File: config.mk
export PLATFORM = sky130hd
export DESIGN_NAME = lss_back_flat
export DESIGN_NICKNAME = d
export VERILOG_FILES = /design/src/design/lss_pkg.sv /design/src/design/lss_stream_if.sv /design/src/design/lss_back.sv /design/src/flat_wrapper.sv
export SDC_FILE = /design/constraint.sdc
export NUM_CORES = 1
export LEC_CHECK = 0
export BUFFER_PORTS_ARGS = -buffer_cell sky130_fd_sc_hd__buf_4
export CORE_MARGIN = 2
export CORE_UTILIZATION = 46
export CTS_CLUSTER_DIAMETER = 100
export DETAILED_ROUTE_END_ITERATION = 12
export PLACE_DENSITY = 0.75
export SKIP_CTS_REPAIR_TIMING = 1
export SLEW_MARGIN = 0
export SYNTH_ARGS = -nofsm -noshare
export SYNTH_HDL_FRONTEND = slang
export SYNTH_SLANG_ARGS = --single-unit
File: constraint.sdc
create_clock -name clk -period 3 [get_ports clk]
set_input_delay 0.45 -clock clk [delete_from_list [all_inputs] [get_ports clk]]
set_output_delay 0.45 -clock clk [all_outputs]
set_load 0.05 [all_outputs]
File: src/design/lss_pkg.sv
// ----------------------------------------------------------------------------
// lss_pkg
// Shared types, constants and helpers for the 3x3 Laplacian sharpen stream.
// ----------------------------------------------------------------------------
package lss_pkg;

  // Line store depth (largest frame width supported).
  localparam int MAX_WIDTH = 1024;
  localparam int ADDR_W    = $clog2(MAX_WIDTH);

  // Field widths.
  localparam int PIX_W = 8;
  localparam int ROW_W = 16;
  localparam int COL_W = 10;
  localparam int FW_W  = 11;
  localparam int FH_W  = 16;

  // Configuration port.
  localparam int CFG_W     = 16;
  localparam int CFG_IDX_W = 1;
  localparam logic [CFG_IDX_W-1:0] REG_FRAME_WIDTH  = 1'b0;
  localparam logic [CFG_IDX_W-1:0] REG_FRAME_HEIGHT = 1'b1;
  localparam logic [FW_W-1:0] FRAME_WIDTH_RESET  = 11'd640;
  localparam logic [FH_W-1:0] FRAME_HEIGHT_RESET = 16'd480;

  // Job queue between front and back.
  localparam int QDEPTH = 4;
  localparam int QPTR_W = $clog2(QDEPTH);
  localparam int QCNT_W = $clog2(QDEPTH + 1);

  // Result slots a pixel may cause, in delivery order.
  localparam int EMIT_INNER  = 0;  // (r-1, c-1), filtered or border
  localparam int EMIT_EDGE   = 1;  // (r-1, c), right border
  localparam int EMIT_BOTTOM = 2;  // (r, c), bottom border
  localparam int EMIT_N      = 3;

  // Decoded job: one accepted pixel and the results it causes.
  typedef struct packed {
    logic [EMIT_N-1:0] emit_mask;
    logic [ROW_W-1:0]  row;
    logic [COL_W-1:0]  col;
    logic [PIX_W-1:0]  value;
  } job_t;

  // Queue status toward the front.
  typedef struct packed {
    logic [QCNT_W-1:0] count;
    logic              empty;
  } q_stat_t;

  // Clamp a 12-bit signed filter sum to 0..255.
  function automatic logic [PIX_W-1:0] sat_u8(input logic signed [11:0] v);
    logic [PIX_W-1:0] r;
    if (v[11]) begin
      r = '0;
    end else if (|v[10:8]) begin
      r = '1;
    end else begin
      r = v[7:0];
    end
    return r;
  endfunction

endpackage

File: src/design/lss_stream_if.sv


interface lss_res_if;
  logic                      valid;
  logic                      ready;
  logic [lss_pkg::ROW_W-1:0] out_row;
  logic [lss_pkg::COL_W-1:0] out_col;
  logic [lss_pkg::PIX_W-1:0] out_value;
  logic                      run_last;

  modport source (output valid, output out_row, output out_col, output out_value,
                  output run_last, input ready);
  modport sink   (input valid, input out_row, input out_col, input out_value,
                  input run_last, output ready);
endinterface

File: src/design/lss_back.sv
// ----------------------------------------------------------------------------
// lss_back
// Expands each job into its one to three results and drives the output
// register, one transaction per cycle while results are taken.
// ----------------------------------------------------------------------------
module lss_back (
  input  logic             clk,
  input  logic             rst,
  input  lss_pkg::job_t    head,
  input  lss_pkg::q_stat_t q_stat,
  output logic             pop,
  lss_res_if.source        res
);

  lss_pkg::job_t              cur;
  logic [lss_pkg::EMIT_N-1:0] mask;
  logic [lss_pkg::EMIT_N-1:0] mask_next;
  logic                       out_valid;
  logic                       load;
  logic                       emit;
  logic                       take;
  logic [lss_pkg::ROW_W-1:0]  sel_row;
  logic [lss_pkg::COL_W-1:0]  sel_col;
  logic [lss_pkg::PIX_W-1:0]  sel_value;

  always_comb begin
    load = !out_valid || res.ready;
    emit = load && (mask != '0);
    mask_next = mask;
    sel_row   = cur.row;
    sel_col   = cur.col;
    sel_value = '0;
    if (mask[lss_pkg::EMIT_INNER]) begin
      sel_row   = cur.row - lss_pkg::ROW_W'(1);
      sel_col   = cur.col - lss_pkg::COL_W'(1);
      sel_value = cur.value;
      mask_next[lss_pkg::EMIT_INNER] = 1'b0;
    end else if (mask[lss_pkg::EMIT_EDGE]) begin
      sel_row = cur.row - lss_pkg::ROW_W'(1);
      mask_next[lss_pkg::EMIT_EDGE] = 1'b0;
    end else begin
      mask_next = '0;
    end
    take = !q_stat.empty && ((mask == '0) || (emit && (mask_next == '0)));
  end

  assign pop = take;

  always_ff @(posedge clk) begin
    if (rst) begin
      mask <= '0;
    end else if (take) begin
      mask <= head.emit_mask;
    end else if (emit) begin
      mask <= mask_next;
    end
  end

  always_ff @(posedge clk) begin
    if (take) begin
      cur <= head;
    end
  end

  always_ff @(posedge clk) begin
    if (rst) begin
      out_valid <= 1'b0;
    end else if (load) begin
      out_valid <= emit;
    end
  end

  always_ff @(posedge clk) begin
    if (emit) begin
      res.out_row   <= sel_row;
      res.out_col   <= sel_col;
      res.out_value <= sel_value;
      res.run_last  <= (mask_next == '0);
    end
  end

  assign res.valid = out_valid;

endmodule

File: src/flat_wrapper.sv
// flat-port wrapper written by rule: the top's interface ports become plain ports
module lss_back_flat 
  (clk, rst, head, q_stat, pop, res_valid, res_out_row, res_out_col, res_out_value, res_run_last, res_ready);
  lss_res_if res_i ();
  input  logic clk;
  input  logic rst;
  input  lss_pkg::job_t head;
  input  lss_pkg::q_stat_t q_stat;
  output logic pop;
  output wire logic [$bits(res_i.valid)-1:0] res_valid;
  output wire logic [$bits(res_i.out_row)-1:0] res_out_row;
  output wire logic [$bits(res_i.out_col)-1:0] res_out_col;
  output wire logic [$bits(res_i.out_value)-1:0] res_out_value;
  output wire logic [$bits(res_i.run_last)-1:0] res_run_last;
  input wire logic [$bits(res_i.ready)-1:0] res_ready;
  assign res_valid = res_i.valid;
  assign res_out_row = res_i.out_row;
  assign res_out_col = res_i.out_col;
  assign res_out_value = res_i.out_value;
  assign res_run_last = res_i.run_last;
  assign res_i.ready = res_ready;
  lss_back u_core (.clk(clk), .rst(rst), .head(head), .q_stat(q_stat), .pop(pop), .res(res_i));
endmodule
**Word-level counts from Yosys, hierarchy flattened**

Cells that the tools add are included.

- Add/subtract/negate cells: 2
- Multipliers: 0
- Div/mod/pow operators: 0
- $lt $le $gt $ge: 0
- Equal/unequal tests: 0
- Shift operators: 0
- Muxes and demuxes: 7
- Bitwise gates (word level): 0
- Reduce and logical (&&, ||, !) cells: 11

Operators with widths:

| cell | number |
|---|---|
| $mux W16 | 2 |
| $sub A16 B1 Y16 const B | 1 |
| $mux W10 | 1 |
| $sub A10 B1 Y10 const B | 1 |
| $logic_not A3 Y1 | 2 |
| $mux W3 | 2 |
| $logic_and A1 B1 Y1 | 3 |
| $reduce_bool A3 Y1 | 1 |
| $logic_not A1 Y1 | 2 |
| $logic_or A1 B1 Y1 | 2 |
| $mux W2 | 1 |
| $reduce_bool A2 Y1 | 1 |
| $mux W1 | 1 |

- Register bits after elaboration: 73
- Latch bits: 0
- RAM bits: 0
- ROM bits: 0
- Output and inout bits: 37
- Memories: 0

**Logic depth before layout (Yosys ltp)**

- Word-level depth: 7
- Mapped depth: 6
- Gate-level depth less buffers: 5

**Worst setup path before layout**

No wires, ideal clock.

- Path type: register to register
- Start point: register u_core.mask[0] (netlist name)
- End point: register u_core.cur[0] (netlist name) (enable)
- Arrival time: 3087 ps
- Required time: 2545 ps
- Setup slack: -542 ps
- Cell stages (with the launch flop): 7
- Buffers on the path: 2
- Period minus slack after synthesis: 3542 ps
- Cell sequence: dfxtp_1 > buf_2 > or2_1 > buf_2 > nor2_1 > a21oi_1 > nor2_1

- Word-level cells in the longest chain between the ends: 5
- Elaborated cells between the ends (all ways): 8
- Those cells by class: mux (1); reduce/logical (7)

Ends and longest elaborated chain:

| item | line | source |
|---|---|---|
| start, declared | lss_back.sv:16 | `logic [lss_pkg::EMIT_N-1:0] mask;` |
| start signal, assigned | lss_back.sv:53 | `mask <= head.emit_mask;` |
| start signal, assigned | lss_back.sv:55 | `mask <= mask_next;` |
| $mux W2 or $reduce_bool A3 Y1 (tied branches) | lss_back.sv:33, lss_back.sv:28 |  |
| $logic_not A3 Y1 or $logic_and A1 B1 Y1 (tied branches) | lss_back.sv:44, lss_back.sv:28 |  |
| $logic_and A1 B1 Y1 | lss_back.sv:44 | `take = !q_stat.empty && ((mask == '0) \|\| (emit && (mask_next == '0)));` |
| $logic_or A1 B1 Y1 (*) | lss_back.sv:44 |  |
| $logic_and A1 B1 Y1 (*) | lss_back.sv:44 |  |
| named net pop | flat_wrapper.sv:9 | `output logic pop;` |
| end signal, assigned | lss_back.sv:61 | `cur <= head;` |
| end, declared | lss_back.sv:15 | `lss_pkg::job_t cur;` |

Mark *: on every way through the listed nets, which the timed path passes. The rest lies on a longest branch.
A chain may end at the register's enable or synchronous reset.

**Worst setup path in the final report**

- Start point: register u_core.mask[1] (netlist name)
- End point: output pop

- Word-level cells in the longest chain between the ends: 6
- Elaborated cells between the ends (all ways): 9
- Those cells by class: mux (2); reduce/logical (7)

Ends and longest elaborated chain:

| item | line | source |
|---|---|---|
| $mux W1 | lss_back.sv:38 | `end else if (mask[lss_pkg::EMIT_EDGE]) begin` |
| $mux W2 | lss_back.sv:33 | `if (mask[lss_pkg::EMIT_INNER]) begin` |
| $logic_not A3 Y1 | lss_back.sv:44 |  |
| $logic_and A1 B1 Y1 | lss_back.sv:44 |  |
| $logic_or A1 B1 Y1 (*) | lss_back.sv:44 |  |
| $logic_and A1 B1 Y1 (*) | lss_back.sv:44 |  |
| end, declared | flat_wrapper.sv:9 |  |

Every way passes the cells marked *; elsewhere a longest branch is shown, timed or not.

==> impl_metrics.ini <==
[status]
outcome = finished clean

[synthesis]
syn_area_sq_mm = 0.00281
synth_mux_area_share_pct = 0
synth_fa_ha_area_share_pct = 0.890
ys_ff_latch = 73
yosysUniqueCellTypes = 29
synth_top_family_by_area = simple AND/OR/NAND/NOR gates
ys_seq_area_share_pct = 76.6
netlist_instances = 177
synth-xor-area-share_pct = 7.17
synth_fp_nets = 223
yosys.area_share.simple_pct = 11.4
ys_warn_count = 0
avgSynthCellArea_sq_um = 15.9
synth_compound_area_share_pct = 2.80

[clock_network]
cts_sinks = 73
ctsLongestPathBuffers = 2
cts_root_buf = clkbuf_8
cts_tree = yes
cts_buffers = 9
cts_htree_levels = 3
clock_latency_ns = 0.34
clkTransAtPathRegs_ns = 0.08

[drt]
wl_met2_mm = 2.48
vias_per_cell = 4.87
drt_first_pass_iters = 4
dr_wl_met3_microns = 220
routed.top_layer = met4
wirelength_mm = 4.72
wl_met1_mm = 1.88
route.detailed.drc = 0
ant_nets = 0
drt_iter0_drc = 89
num_vias = 1675
wire_per_inst_microns = 13.7

[floorplanning]
die_w_microns = 82.2
row_count = 28
ioPinCount = 81
coreArea_sq_mm = 0.00592
start_util_pct = 47.5
dieArea_sq_mm = 0.00675
fp.dieH_microns = 82.2

[final_layout]
drive_gt1_share_pct = 36.4
final_util_pct = 62.7
syn_to_final_growth_pct = 32.1
nNetsFinal = 310
register_area_sq_mm = 0.00215
final_common_cell = buf_4
final_cell_mix = buf_4, edfxtp_1, xor2_1
multi_input_comb_area_sq_um = 651
fillCellCount = 451
diodes = 0

[pwr]
p_per_area_mw_per_mm2 = 639
p_switching_w = 0.000594
pwr-share-clk_pct = 34.3
p_leak_nw = 1.43
p_int_w = 0.00178
p_seq_share_pct = 52.1
power_frac_comb_pct = 13.7
ir_worst_vdd_mv = 0.324
swShare_pct = 25.0
fin_total_pwr_w = 0.00237

[timing]
finalHoldViolCount = 0
slew_violations = 0
setup_ws_ns = 0.366
setup-violations-final = 0
max_freq_ghz = 0.380
fin_setup_tns_ns = 0
tightest_slew_ns = 1.06
relSlewSlack_pct = 29.4
rsz0062_at_grt = false
period_share_pct = 87.8
skew_ns = 0.0102
fin_crit_ns = 2.63

[worst_setup_path]
reg2reg_depth = 4
cp_max_fo = 18
reg2reg_from = u_core.mask[1]$_SDFFE_PP0P_
worstSetupEndpointType = primary output
crit_path_start_kind = flip-flop
ff2ff_setup_slack_ns = 0.79
crit_start = u_core.mask[1]$_SDFFE_PP0P_
rr_endpoint = u_core.cur[33]$_DFFE_PP_
critPathRequiredTime_ns = 2.55
critPathArrivalTime_ns = 2.18
path_class = flip-flop to primary output

[placed_design]
pre_cts_slack_ns = 0.434
numPortBuffers = 77
place_congestion = 0.840
dp_hpwl_mm = 3.20

[grt]
overflow = 0
first_global_vias = 1483
antenna_found_initial = 0
grt_max_degree = 36
grt_first_pass_wirelength_mm = 6.84
grt_usage_pct = 14.3

[min_path]
hp-start = head[3]
hold_depth = 1
min_to = u_core.cur[3]$_DFFE_PP_
hold_class = primary input to flip-flop

[flow_run]
maxCapViolCount = 0
## through the flow
step | hold slack (ns) | cells | cell area, sq um
floorplan | 0.498 | 177 | 2810
global placement | 0.506 | 327 | 3490
detailed placement | 0.510 | 327 | 3490
CTS | 0.269 | 343 | 3710
global route | 0.267 | 344 | 3710
finish | 0.283 | 344 | 3710
## Yosys cell counts
| cell type | instances | area (sq um) |
|---|---|---|
| o21ai_1 | 1 | 5.00 |
| ha_1 | 2 | 25.0 |
| dfxtp_1 | 4 | 80.1 |
| xnor2_1 | 9 | 78.8 |
| nor3b_1 | 1 | 7.51 |
| or4_4 | 1 | 11.3 |
| a21oi_1 | 10 | 50.1 |
| nor2_1 | 13 | 48.8 |
| or2_2 | 1 | 6.26 |
| inv_1 | 5 | 18.8 |
| buf_2 | 2 | 10.0 |
| nand2_1 | 6 | 22.5 |
| xor2_1 | 14 | 123 |
| nor4_1 | 3 | 18.8 |
| o22ai_1 | 1 | 6.26 |
| clkbuf_1 | 1 | 3.75 |
| o21ai_0 | 2 | 10.0 |
| nor4_4 | 1 | 21.3 |
| nand4b_1 | 1 | 8.76 |
| edfxtp_1 | 69 | 2070 |
| nor3_1 | 8 | 40.0 |
| nand3_1 | 3 | 15.0 |
| nor2b_1 | 3 | 18.8 |
| and2_1 | 9 | 56.3 |
| or3_1 | 3 | 18.8 |
| o31ai_1 | 1 | 7.51 |
| or2_1 | 1 | 6.26 |
| nand2b_1 | 1 | 6.26 |
| or4b_4 | 1 | 13.8 |
## worst max-delay path by stage
stage / end / slack (ns) / cells past startpoint
floorplan: u_core.res.out_col[0]$_DFFE_PP_ / 0.09 / 2
global placement: pop / 0.52 / 6
detailed placement: pop / 0.43 / 5
CTS: pop / 0.05 / 5
global route: pop / 0.17 / 5
finish: pop / 0.37 / 5
## sequential cells by signal, indices dropped and copies added, names as in the netlist
signal	cells
u_core.cur	34
u_core.mask	3
u_core.res.out_col	10
u_core.res.out_row	16
u_core.res.out_value	8
u_core.res.run_last	1
u_core.res.valid	1
## metal layers
layer  track usage, %  vias to the layer above
met4             11.5                        0
met3             2.61                       11
met1             16.7                      782
met2             23.2                       57
li1                 -                      825
met5                0                        -
## critical path, cell delays in order (launching register included)
cell	delay [ns]
dfxtp_1	0.33
or2_1	0.33
nor2_1	0.25
a21oi_1	0.15
nor2_4	0.47
buf_4	0.30
## cell type report
class	count	area share, %
Clock buffer	11	3.54
Clock inverter	5	2.16
Inverter	5	0.506
Multi-Input combinational cell	97	17.5
Sequential cell	73	58.0
Tap cell	75	2.53
Timing Repair Buffer	78	15.8
## cell families after synthesis
family                   count (synthesis)
AO/OA/AOI/OAI                           15
XOR/XNOR                                23
adder cells (fa/ha/maj)                  2
buffers and inverters                    8
flip-flops                              73
AND/OR/NAND/NOR                         56
## power by group through the flow
stage | clock, W | combinational (W) | sequential (W)
6_report | 0.000813 | 0.000325 | 0.00124
3_5_place_dp | 0 | 0.000326 | 0.00126
2_1_floorplan | 0 | 0.0000725 | 0.00139
4_1_cts | 0.000827 | 0.000327 | 0.00124
5_1_grt | 0.000865 | 0.000345 | 0.00124
3_3_place_gp | 0 | 0.000322 | 0.00126
Note: power is estimated with default switching activity, not from simulation.
