File: src/design/lss_pkg.sv
// ----------------------------------------------------------------------------
// lss_pkg
// Shared types, constants and helpers for the 3x3 Laplacian sharpen stream.
// ----------------------------------------------------------------------------
package lss_pkg;

  // Line store depth (largest frame width supported).
  localparam int MAX_WIDTH = 1024;
  localparam int ADDR_W    = $clog2(MAX_WIDTH);

  // Field widths.
  localparam int PIX_W = 8;
  localparam int ROW_W = 16;
  localparam int COL_W = 10;
  localparam int FW_W  = 11;
  localparam int FH_W  = 16;

  // Configuration port.
  localparam int CFG_W     = 16;
  localparam int CFG_IDX_W = 1;
  localparam logic [CFG_IDX_W-1:0] REG_FRAME_WIDTH  = 1'b0;
  localparam logic [CFG_IDX_W-1:0] REG_FRAME_HEIGHT = 1'b1;
  localparam logic [FW_W-1:0] FRAME_WIDTH_RESET  = 11'd640;
  localparam logic [FH_W-1:0] FRAME_HEIGHT_RESET = 16'd480;

  // Job queue between front and back.
  localparam int QDEPTH = 4;
  localparam int QPTR_W = $clog2(QDEPTH);
  localparam int QCNT_W = $clog2(QDEPTH + 1);

  // Result slots a pixel may cause, in delivery order.
  localparam int EMIT_INNER  = 0;  // (r-1, c-1), filtered or border
  localparam int EMIT_EDGE   = 1;  // (r-1, c), right border
  localparam int EMIT_BOTTOM = 2;  // (r, c), bottom border
  localparam int EMIT_N      = 3;

  // Decoded job: one accepted pixel and the results it causes.
  typedef struct packed {
    logic [EMIT_N-1:0] emit_mask;
    logic [ROW_W-1:0]  row;
    logic [COL_W-1:0]  col;
    logic [PIX_W-1:0]  value;
  } job_t;

  // Queue status toward the front.
  typedef struct packed {
    logic [QCNT_W-1:0] count;
    logic              empty;
  } q_stat_t;

  // Clamp a 12-bit signed filter sum to 0..255.
  function automatic logic [PIX_W-1:0] sat_u8(input logic signed [11:0] v);
    logic [PIX_W-1:0] r;
    if (v[11]) begin
      r = '0;
    end else if (|v[10:8]) begin
      r = '1;
    end else begin
      r = v[7:0];
    end
    return r;
  endfunction

endpackage

File: src/design/lss_queue.sv
// ----------------------------------------------------------------------------
// lss_queue
// Small register FIFO of decoded jobs between front and back.
// ----------------------------------------------------------------------------
module lss_queue (
  input  logic             clk,
  input  logic             rst,
  input  logic             push,
  input  lss_pkg::job_t    push_job,
  input  logic             pop,
  output lss_pkg::job_t    head,
  output lss_pkg::q_stat_t stat
);

  lss_pkg::job_t                entries [lss_pkg::QDEPTH];
  logic [lss_pkg::QPTR_W-1:0]   wr_ptr;
  logic [lss_pkg::QPTR_W-1:0]   rd_ptr;
  logic [lss_pkg::QCNT_W-1:0]   count;
  logic                         do_pop;

  assign do_pop = pop && (count != '0);

  always_ff @(posedge clk) begin
    if (rst) begin
      wr_ptr <= '0;
      rd_ptr <= '0;
      count  <= '0;
    end else begin
      if (push) begin
        wr_ptr <= wr_ptr + lss_pkg::QPTR_W'(1);
      end
      if (do_pop) begin
        rd_ptr <= rd_ptr + lss_pkg::QPTR_W'(1);
      end
      case ({push, do_pop})
        2'b10:   count <= count + lss_pkg::QCNT_W'(1);
        2'b01:   count <= count - lss_pkg::QCNT_W'(1);
        default: count <= count;
      endcase
    end
  end

  always_ff @(posedge clk) begin
    if (push) begin
      entries[wr_ptr] <= push_job;
    end
  end

  assign head       = entries[rd_ptr];
  assign stat.count = count;
  assign stat.empty = (count == '0);

endmodule

File: config.mk
export PLATFORM = sky130hd
export DESIGN_NAME = lss_queue
export DESIGN_NICKNAME = d
export VERILOG_FILES = /design/src/design/lss_pkg.sv /design/src/design/lss_queue.sv
export SDC_FILE = /design/constraint.sdc
export NUM_CORES = 1
export LEC_CHECK = 0
export ABC_CLOCK_PERIOD_IN_PS = 5400
export BUFFER_PORTS_ARGS = -buffer_cell sky130_fd_sc_hd__buf_2
export CAP_MARGIN = 0
export CORE_MARGIN = 1.5
export CORE_UTILIZATION = 61
export CTS_CLUSTER_SIZE = 40
export DETAILED_ROUTE_END_ITERATION = 10
export GPL_TIMING_DRIVEN = 0
export PLACE_DENSITY = 0.84
export SLEW_MARGIN = 20
export SYNTH_ARGS = -nofsm -noshare
export SYNTH_HDL_FRONTEND = slang
export SYNTH_SLANG_ARGS = --single-unit
File: constraint.sdc
create_clock -name clk -period 5.4 [get_ports clk]
set_input_delay 0.54 -clock clk [delete_from_list [all_inputs] [get_ports clk]]
set_output_delay 0.54 -clock clk [all_outputs]
set_load 0.1 [all_outputs]
# ---- Word level (Yosys, flattened, before mapping)
# Memories as Yosys holds them, arrays and structs flattened. A register that Yosys moved wholly into a read port is not among the register bits.
# Cells that the tools add are included.
# Widths: inputs -> output; s select.
dict set report totals {
  register_bits 7
  ramBits 148
  inputBits 41
  n_memories 1
}
# memory words width read_ports rd_clocked_by_memory_dff wr line
set mem_list {}
lappend mem_list {entries 4 37 1 1 1 lss_queue.sv:15} ;# lss_pkg::job_t entries [lss_pkg::QDEPTH];
dict set report classes {
  addsub 4
  n_eq_ne 2
  muxes 5
  reduce_logical 4
}
# cell n
set ops {}
lappend ops {{$pmux 3 s2} 1}
lappend ops {{$add 2x1->2 const B} 2}
lappend ops {{$mux 2} 2}
lappend ops {{$add 3x1->3 const B} 1}
lappend ops {{$logic_not 3->1} 1}
lappend ops {{$reduce_bool 3->1} 1}
lappend ops {{$sub 3x1->3 const B} 1}
lappend ops {{$eq 2x1->1 const B} 1}
lappend ops {{$eq 2x2->1 const B} 1}
lappend ops {{$mux 1} 2}
lappend ops {{$reduce_bool 2->1} 1}
lappend ops {{$logic_and 1x1->1} 1}

# ---- Logic depth before layout (Yosys ltp)
# Gate-level depths: netlist of the first run.
dict set report logic_depth {
  depth_word 4
  depth_mapped 8
  ltp_nobuf 8
}

# ---- Worst setup path before layout of the first run
# OpenSTA, ideal clock, no wires.
dict set report synth_path {
  path_kind {register -> register}
  startpoint {register count[0] (netlist name)}
  endpoint {register (tool-made name)}
  setup_ns 0.078
  t_arrival_ns 3.487
  path_slack_ns 1.835
  path_stages_with_launch 4
  path_buffers 0
  period_less_slack_ns 3.565
  path_cell_list {dfxtp_1 -> nor3_1 -> o21ai_0 -> a21oi_1}
}
# element line
set synth_rtl {}
lappend synth_rtl {{start, declared} lss_queue.sv:18} ;# logic [lss_pkg::QCNT_W-1:0] count;
lappend synth_rtl {{start signal, assigned} lss_queue.sv:36} ;# 2'b10: count <= count + lss_pkg::QCNT_W'(1);
lappend synth_rtl {{start signal, assigned} lss_queue.sv:37} ;# 2'b01: count <= count - lss_pkg::QCNT_W'(1);
lappend synth_rtl {{start signal, assigned} lss_queue.sv:38} ;# default: count <= count;

==> impl_metrics.toml, run 1 <==
[run_status]
status = "finished, final reports clean"

[power]
vdd_drop_max_uv = 559
power.leakage_uw = 0.00245
pwr_density_cell_mw_per_mm2 = 540
power.total_uw = 3810

[route]
final_antenna_net_count = 0
num_vias = 2705
first_pass_iters = 4
dr.first_iter.drc_count = 140
drc = 0
drt_wl_total_mm = 9.62
via_per_inst = 5.55
wl_per_cell_um = 19.7

[sta]
worst_slack_ps = 2750
period_needed_ps = 2650
slew_violations = 0
fin_skew_ps = 7.79
worstMarginPinSlew_ps = 631
setup_tns_ps = 0
rsz0062_at_grt = "no"
hold_violations = 0
finalSetupViolations = 0
fmax_mhz = 377
fin_crit_sh_pct = 49.1
relSlewSlack_pct = 58.0

[clocking]
hold_buffers = 0
clockBufferDepth = 2
clk-insertion-delay-late_ps = 510
cts.repair.resized = 0
post_cts_buffers = 0
cts-root-buf = "clkbuf_8"
clkSlewWorstSetupHoldPaths_ps = 60
cts_tree = "built"
htree_levels = 4
cts_buffers = 17
clock_sinks = 157

[floorplanning]
dieArea_mm2 = 0.0102
rows = 35
boundaryPins = 82
core_area_mm2 = 0.00924
initial_core_util_pct = 63.2
die_h_um = 101
die_w_um = 101

[yosys]
synth_edf_count = 148
ys_top_cells_by_area = "edfxtp_1, mux4_2, mux4_1, dfxtp_1, ha_1"
syn_nets = 289
synthCells = 242
ys.warnings.count = 0
syn-cell-area_mm2 = 0.00584
synth_top_cell_by_area = "edfxtp_1"
synthArstFlopShare_pct = 0
synth_flop_cell = "edfxtp_1"
post_synth.cell_area_avg_um2 = 24.1
synth_top_area_share_pct = 76.1
ys_seq_elements = 157
synth.distinct_cells = 23
seq_area_frac_synth_pct = 79.2

[worst_setup_path]
endpoint_kind = "output pin"
arrival_ps = 2110
crit_path_max_fanout = 10
critical_path_required_ps = 4860
critPathKind = "flip-flop to output pin"
start_kind = "flip-flop"
r2r_slack_ps = 3490

[worst_hold_path]
hp-class = "primary input to flip-flop"

[finish]
drive_gt1_share_pct = 43.9
area_growth_pct = 20.9
num_antenna_cells = 0
fill_cells = 498
final_nets = 392

[grt]
grt_pass1_vias = 2813
grt_usage_pct = 21.3
grt_max_degree = 25
grt_pass1_wl_mm = 15.2
antenna_found_initial = 0
grt_overflow = 0

[placement]
place_congestion = 0.718
dp_hpwl_mm = 5.92
pre_cts_ws_ps = 3290
portBuffers = 80

[flow_run]
drv_cap = 0
==> where the power goes <==
part | switching [µW] | internal, µW
Combinational | 990 | 299
Clock | 469 | 619
Sequential | 28.9 | 1410
==> area by class of cell <==
cell class              instances  area (µm²)  share of cell area, %
flip-flops and latches        157        4620                   65.5
multi-input cells              69        1100                   15.5
repair buffers                 84         503                   7.13
clock buffers                  18         418                   5.92
well taps                     129         161                   2.29
clock inverters                14         133                   1.88
plain buffers                   9        95.1                   1.35
inverters                       7        26.3                  0.372
==> path summary, 6_finish.rpt <==
kind,startpoint,endpoint,cells after the start
setup reg to reg,count[0],count[2],8
hold / removal,push_job[33],entries[2][33],1
hold reg to reg,rd_ptr[1],rd_ptr[1],2
setup / recovery,flip-flop,head[23],4
==> worst max-delay path, cell delays in order (launching register included) <==
cell	delay (ps)
dfxtp_1	300
clkbuf_2	240
buf_2	320
mux4_2	270
buf_2	440
==> cell families after synthesis <==
kind of cell	count (synthesis)	share of synthesized area [%]
compound gates	6	0.557
mux	38	14.9
flops	157	79.2
buf+inv	16	2.08
fa+ha+maj	6	1.41
simple gates	15	1.24
xor+xnor	4	0.600
==> registers in the layout (all words and copies together) (netlist names), named ones only <==
name and count:
entries 148, rd_ptr 2, count 3, wr_ptr 2
==> cells in the final DEF (no fill, tap or decap), types with 4 or more instances in the layout <==
| master | count |
|---|---|
| clkbuf_16 | 16 |
| and2_2 | 4 |
| buf_12 | 4 |
| inv_1 | 7 |
| buf_2 | 83 |
| ha_1 | 5 |
| edfxtp_1 | 148 |
| inv_6 | 6 |
| nor2_1 | 7 |
| mux4_2 | 30 |
| dfxtp_1 | 9 |
| mux4_1 | 7 |
==> metrics by stage <==
| step | cells | hold slack [ps] | area, µm² | utilization, % |
|---|---|---|---|---|
| CTS | 487 | 210 | 7060 | 76.4 |
| global placement | 451 | 476 | 6400 | 69.3 |
| finish | 487 | 236 | 7060 | 76.4 |
| floorplan | 242 | 459 | 5840 | - |
| detailed placement | 455 | 508 | 6510 | 70.4 |
| global route | 487 | 213 | 7060 | 76.4 |
==> Yosys cell counts (2+ instances only) <==
cell,number
edfxtp_1,148
mux4_2,30
dfxtp_1,9
inv_1,7
mux4_1,7
nor2_1,7
ha_1,5
and2_1,4
a21oi_1,3
buf_12,3
buf_2,3
xor2_1,3
o21ai_0,2
or3_1,2
==> routing by layer <==
layer	wire length [µm]	global-route usage, %	vias to the layer above
li1	-	-	1224
met1	4100	27.9	1406
met2	5040	34.9	68
met3	416	5.96	7
met4	63	7.48	0
met5	0	0	-
Note: power is estimated with default switching activity, not from simulation.
==> inputs of run 2 (changes only) <==
--- a/config.mk
+++ b/config.mk
@@ -5,15 +5,15 @@
 export SDC_FILE = /design/constraint.sdc
 export NUM_CORES = 1
 export LEC_CHECK = 0
-export ABC_CLOCK_PERIOD_IN_PS = 5400
+export ABC_CLOCK_PERIOD_IN_PS = 2350
 export BUFFER_PORTS_ARGS = -buffer_cell sky130_fd_sc_hd__buf_2
 export CAP_MARGIN = 0
 export CORE_MARGIN = 1.5
-export CORE_UTILIZATION = 61
+export CORE_UTILIZATION = 51
 export CTS_CLUSTER_SIZE = 40
 export DETAILED_ROUTE_END_ITERATION = 10
 export GPL_TIMING_DRIVEN = 0
-export PLACE_DENSITY = 0.84
+export PLACE_DENSITY = 0.75
 export SLEW_MARGIN = 20
 export SYNTH_ARGS = -nofsm -noshare
 export SYNTH_HDL_FRONTEND = slang
==> constraint.sdc (replaced) <==
create_clock -name clk -period 2.35 [get_ports clk]
set_input_delay 0.235 -clock clk [delete_from_list [all_inputs] [get_ports clk]]
set_output_delay 0.235 -clock clk [all_outputs]
set_load 0.1 [all_outputs]
==> impl_metrics.toml, run 2 (synthesized netlist as in run 1, its figures left out) <==
[clocking]
htree_levels = 4
cts_tree = "built"
hold_buffers = 0
clockBufferDepth = 2
cts-root-buf = "clkbuf_16"
clock_sinks = 157
post_cts_buffers = 0
clk-insertion-delay-late_ps = 420
clkSlewWorstSetupHoldPaths_ps = 60
cts_buffers = 17
cts.repair.resized = 0

[sta]
setup_tns_ps = 0
worstMarginPinSlew_ps = 507
hold_violations = 0
finalSetupViolations = 0
fin_crit_sh_pct = 96.0
fin_skew_ps = 7.71
slew_violations = 0
rsz0062_at_grt = "no"
fmax_mhz = 443
period_needed_ps = 2260
relSlewSlack_pct = 66.4

[floorplanning]
rows = 38
die_w_um = 110
initial_core_util_pct = 53.2
die_h_um = 110
boundaryPins = 82
dieArea_mm2 = 0.0121
core_area_mm2 = 0.0110

[route]
num_vias = 2676
dr.first_iter.drc_count = 111
via_per_inst = 5.37
wl_per_cell_um = 18.9
final_antenna_net_count = 0
drc = 0
first_pass_iters = 6
drt_wl_total_mm = 9.42

[finish]
largest_register_ffs = 148
num_antenna_cells = 0
drive_gt1_share_pct = 43.9
largest_register = "entries"
fin_area_mm2 = 0.00707
area_growth_pct = 21.0
top_regs = "entries (148), count (3)"
layout_commonest_cell = "edfxtp_1"
final_util_pct = 64.3
final_nets = 392
fin_cells = 498
fill_cells = 744
layout_common_cells = "edfxtp_1, buf_2, mux4_2, clkbuf_16"

[power]
pwr_density_cell_mw_per_mm2 = 1240
power.total_uw = 8750
vdd_drop_max_uv = 1250
power.leakage_uw = 0.00246

[grt]
antenna_found_initial = 0
grt_usage_pct = 17.5
grt_max_degree = 26
grt_pass1_wl_mm = 14.6
grt_pass1_vias = 2806
grt_overflow = 0

[placement]
dp_hpwl_mm = 5.93
dp.cells = 466
portBuffers = 80
dpl_cell_area_mm2 = 0.00651
place_congestion = 0.694

[worst_setup_path]
r2r_slack_ps = 500
crit_path_top_delay_cell = "buf_2"
crit_top_cell = "buf_2"
r2r_start = "count[0]"
critPathKind = "flip-flop to output pin"
cp_num_buf_inv = 3
reg2reg_depth = 8
start_kind = "flip-flop"
crit_path_max_fanout = 10
endpoint_kind = "output pin"
slowest_delay_ps = 430
cp_top_family = "buffers and inverters"
critical_path_required_ps = 2120
arrival_ps = 2020
path_cells = "clkbuf_2, buf_2, mux4_2, buf_2"
reg2reg_to = "count[2]"

[flow_run]
drv_cap = 0

[worst_hold_path]
min_delay_worst_endpoint = "entries[3][26]"
hp-class = "primary input to flip-flop"
min_path_cells = 1
holdCritStartpoint = "push_job[26]"

[run_status]
status = "finished, final reports clean"
-- run 2: area by class of cell --
cell class	count	area, µm²	share of cell area, %
clock buffers	26	522	7.38
clock inverters	6	30.0	0.425
inverters	7	26.3	0.372
flip-flops and latches	157	4630	65.5
repair buffers	84	480	6.80
well taps	140	175	2.48
multi-input cells	69	1110	15.7
plain buffers	9	95.1	1.35
-- run 2: worst max-delay path by stage --
stage / from / end / slack [ps] / cells after the start
6_report: flip-flop / head[20] / 90 / 4
5_1_grt: flip-flop / head[20] / 9 / 4
4_1_cts: flip-flop / head[24] / 50 / 4
3_5_place_dp: count[0] / count[2] / 510 / 8
3_3_place_gp: wr_ptr[0] / entries[0][13] / -190 / 3
2_1_floorplan: count[1] / count[2] / 170 / 8
-- run 2: routing by layer --
| layer | share of wire, % | track usage (%) |
|---|---|---|
| met5 | 0 | 0 |
| met4 | 1.9 | 8.63 |
| met3 | 5.3 | 5.35 |
| met2 | 53 | 29.4 |
| met1 | 40 | 20.5 |
-- run 2: stage by stage --
stage          hold WS [ps]  setup WS [ps]
2_1_floorplan           334            166
3_3_place_gp            445           -190
3_5_place_dp            452            510
4_1_cts                13.2           54.8
5_1_grt                23.9           8.91
6_report               31.7           94.8
-- run 2: where the power goes --
part | switching (µW) | total (µW) | leakage, µW | internal, µW
logic | 2270 | 2970 | 0.000752 | 695
registers | 69.8 | 3310 | 0.00143 | 3240
clock network | 961 | 2480 | 0.000278 | 1520
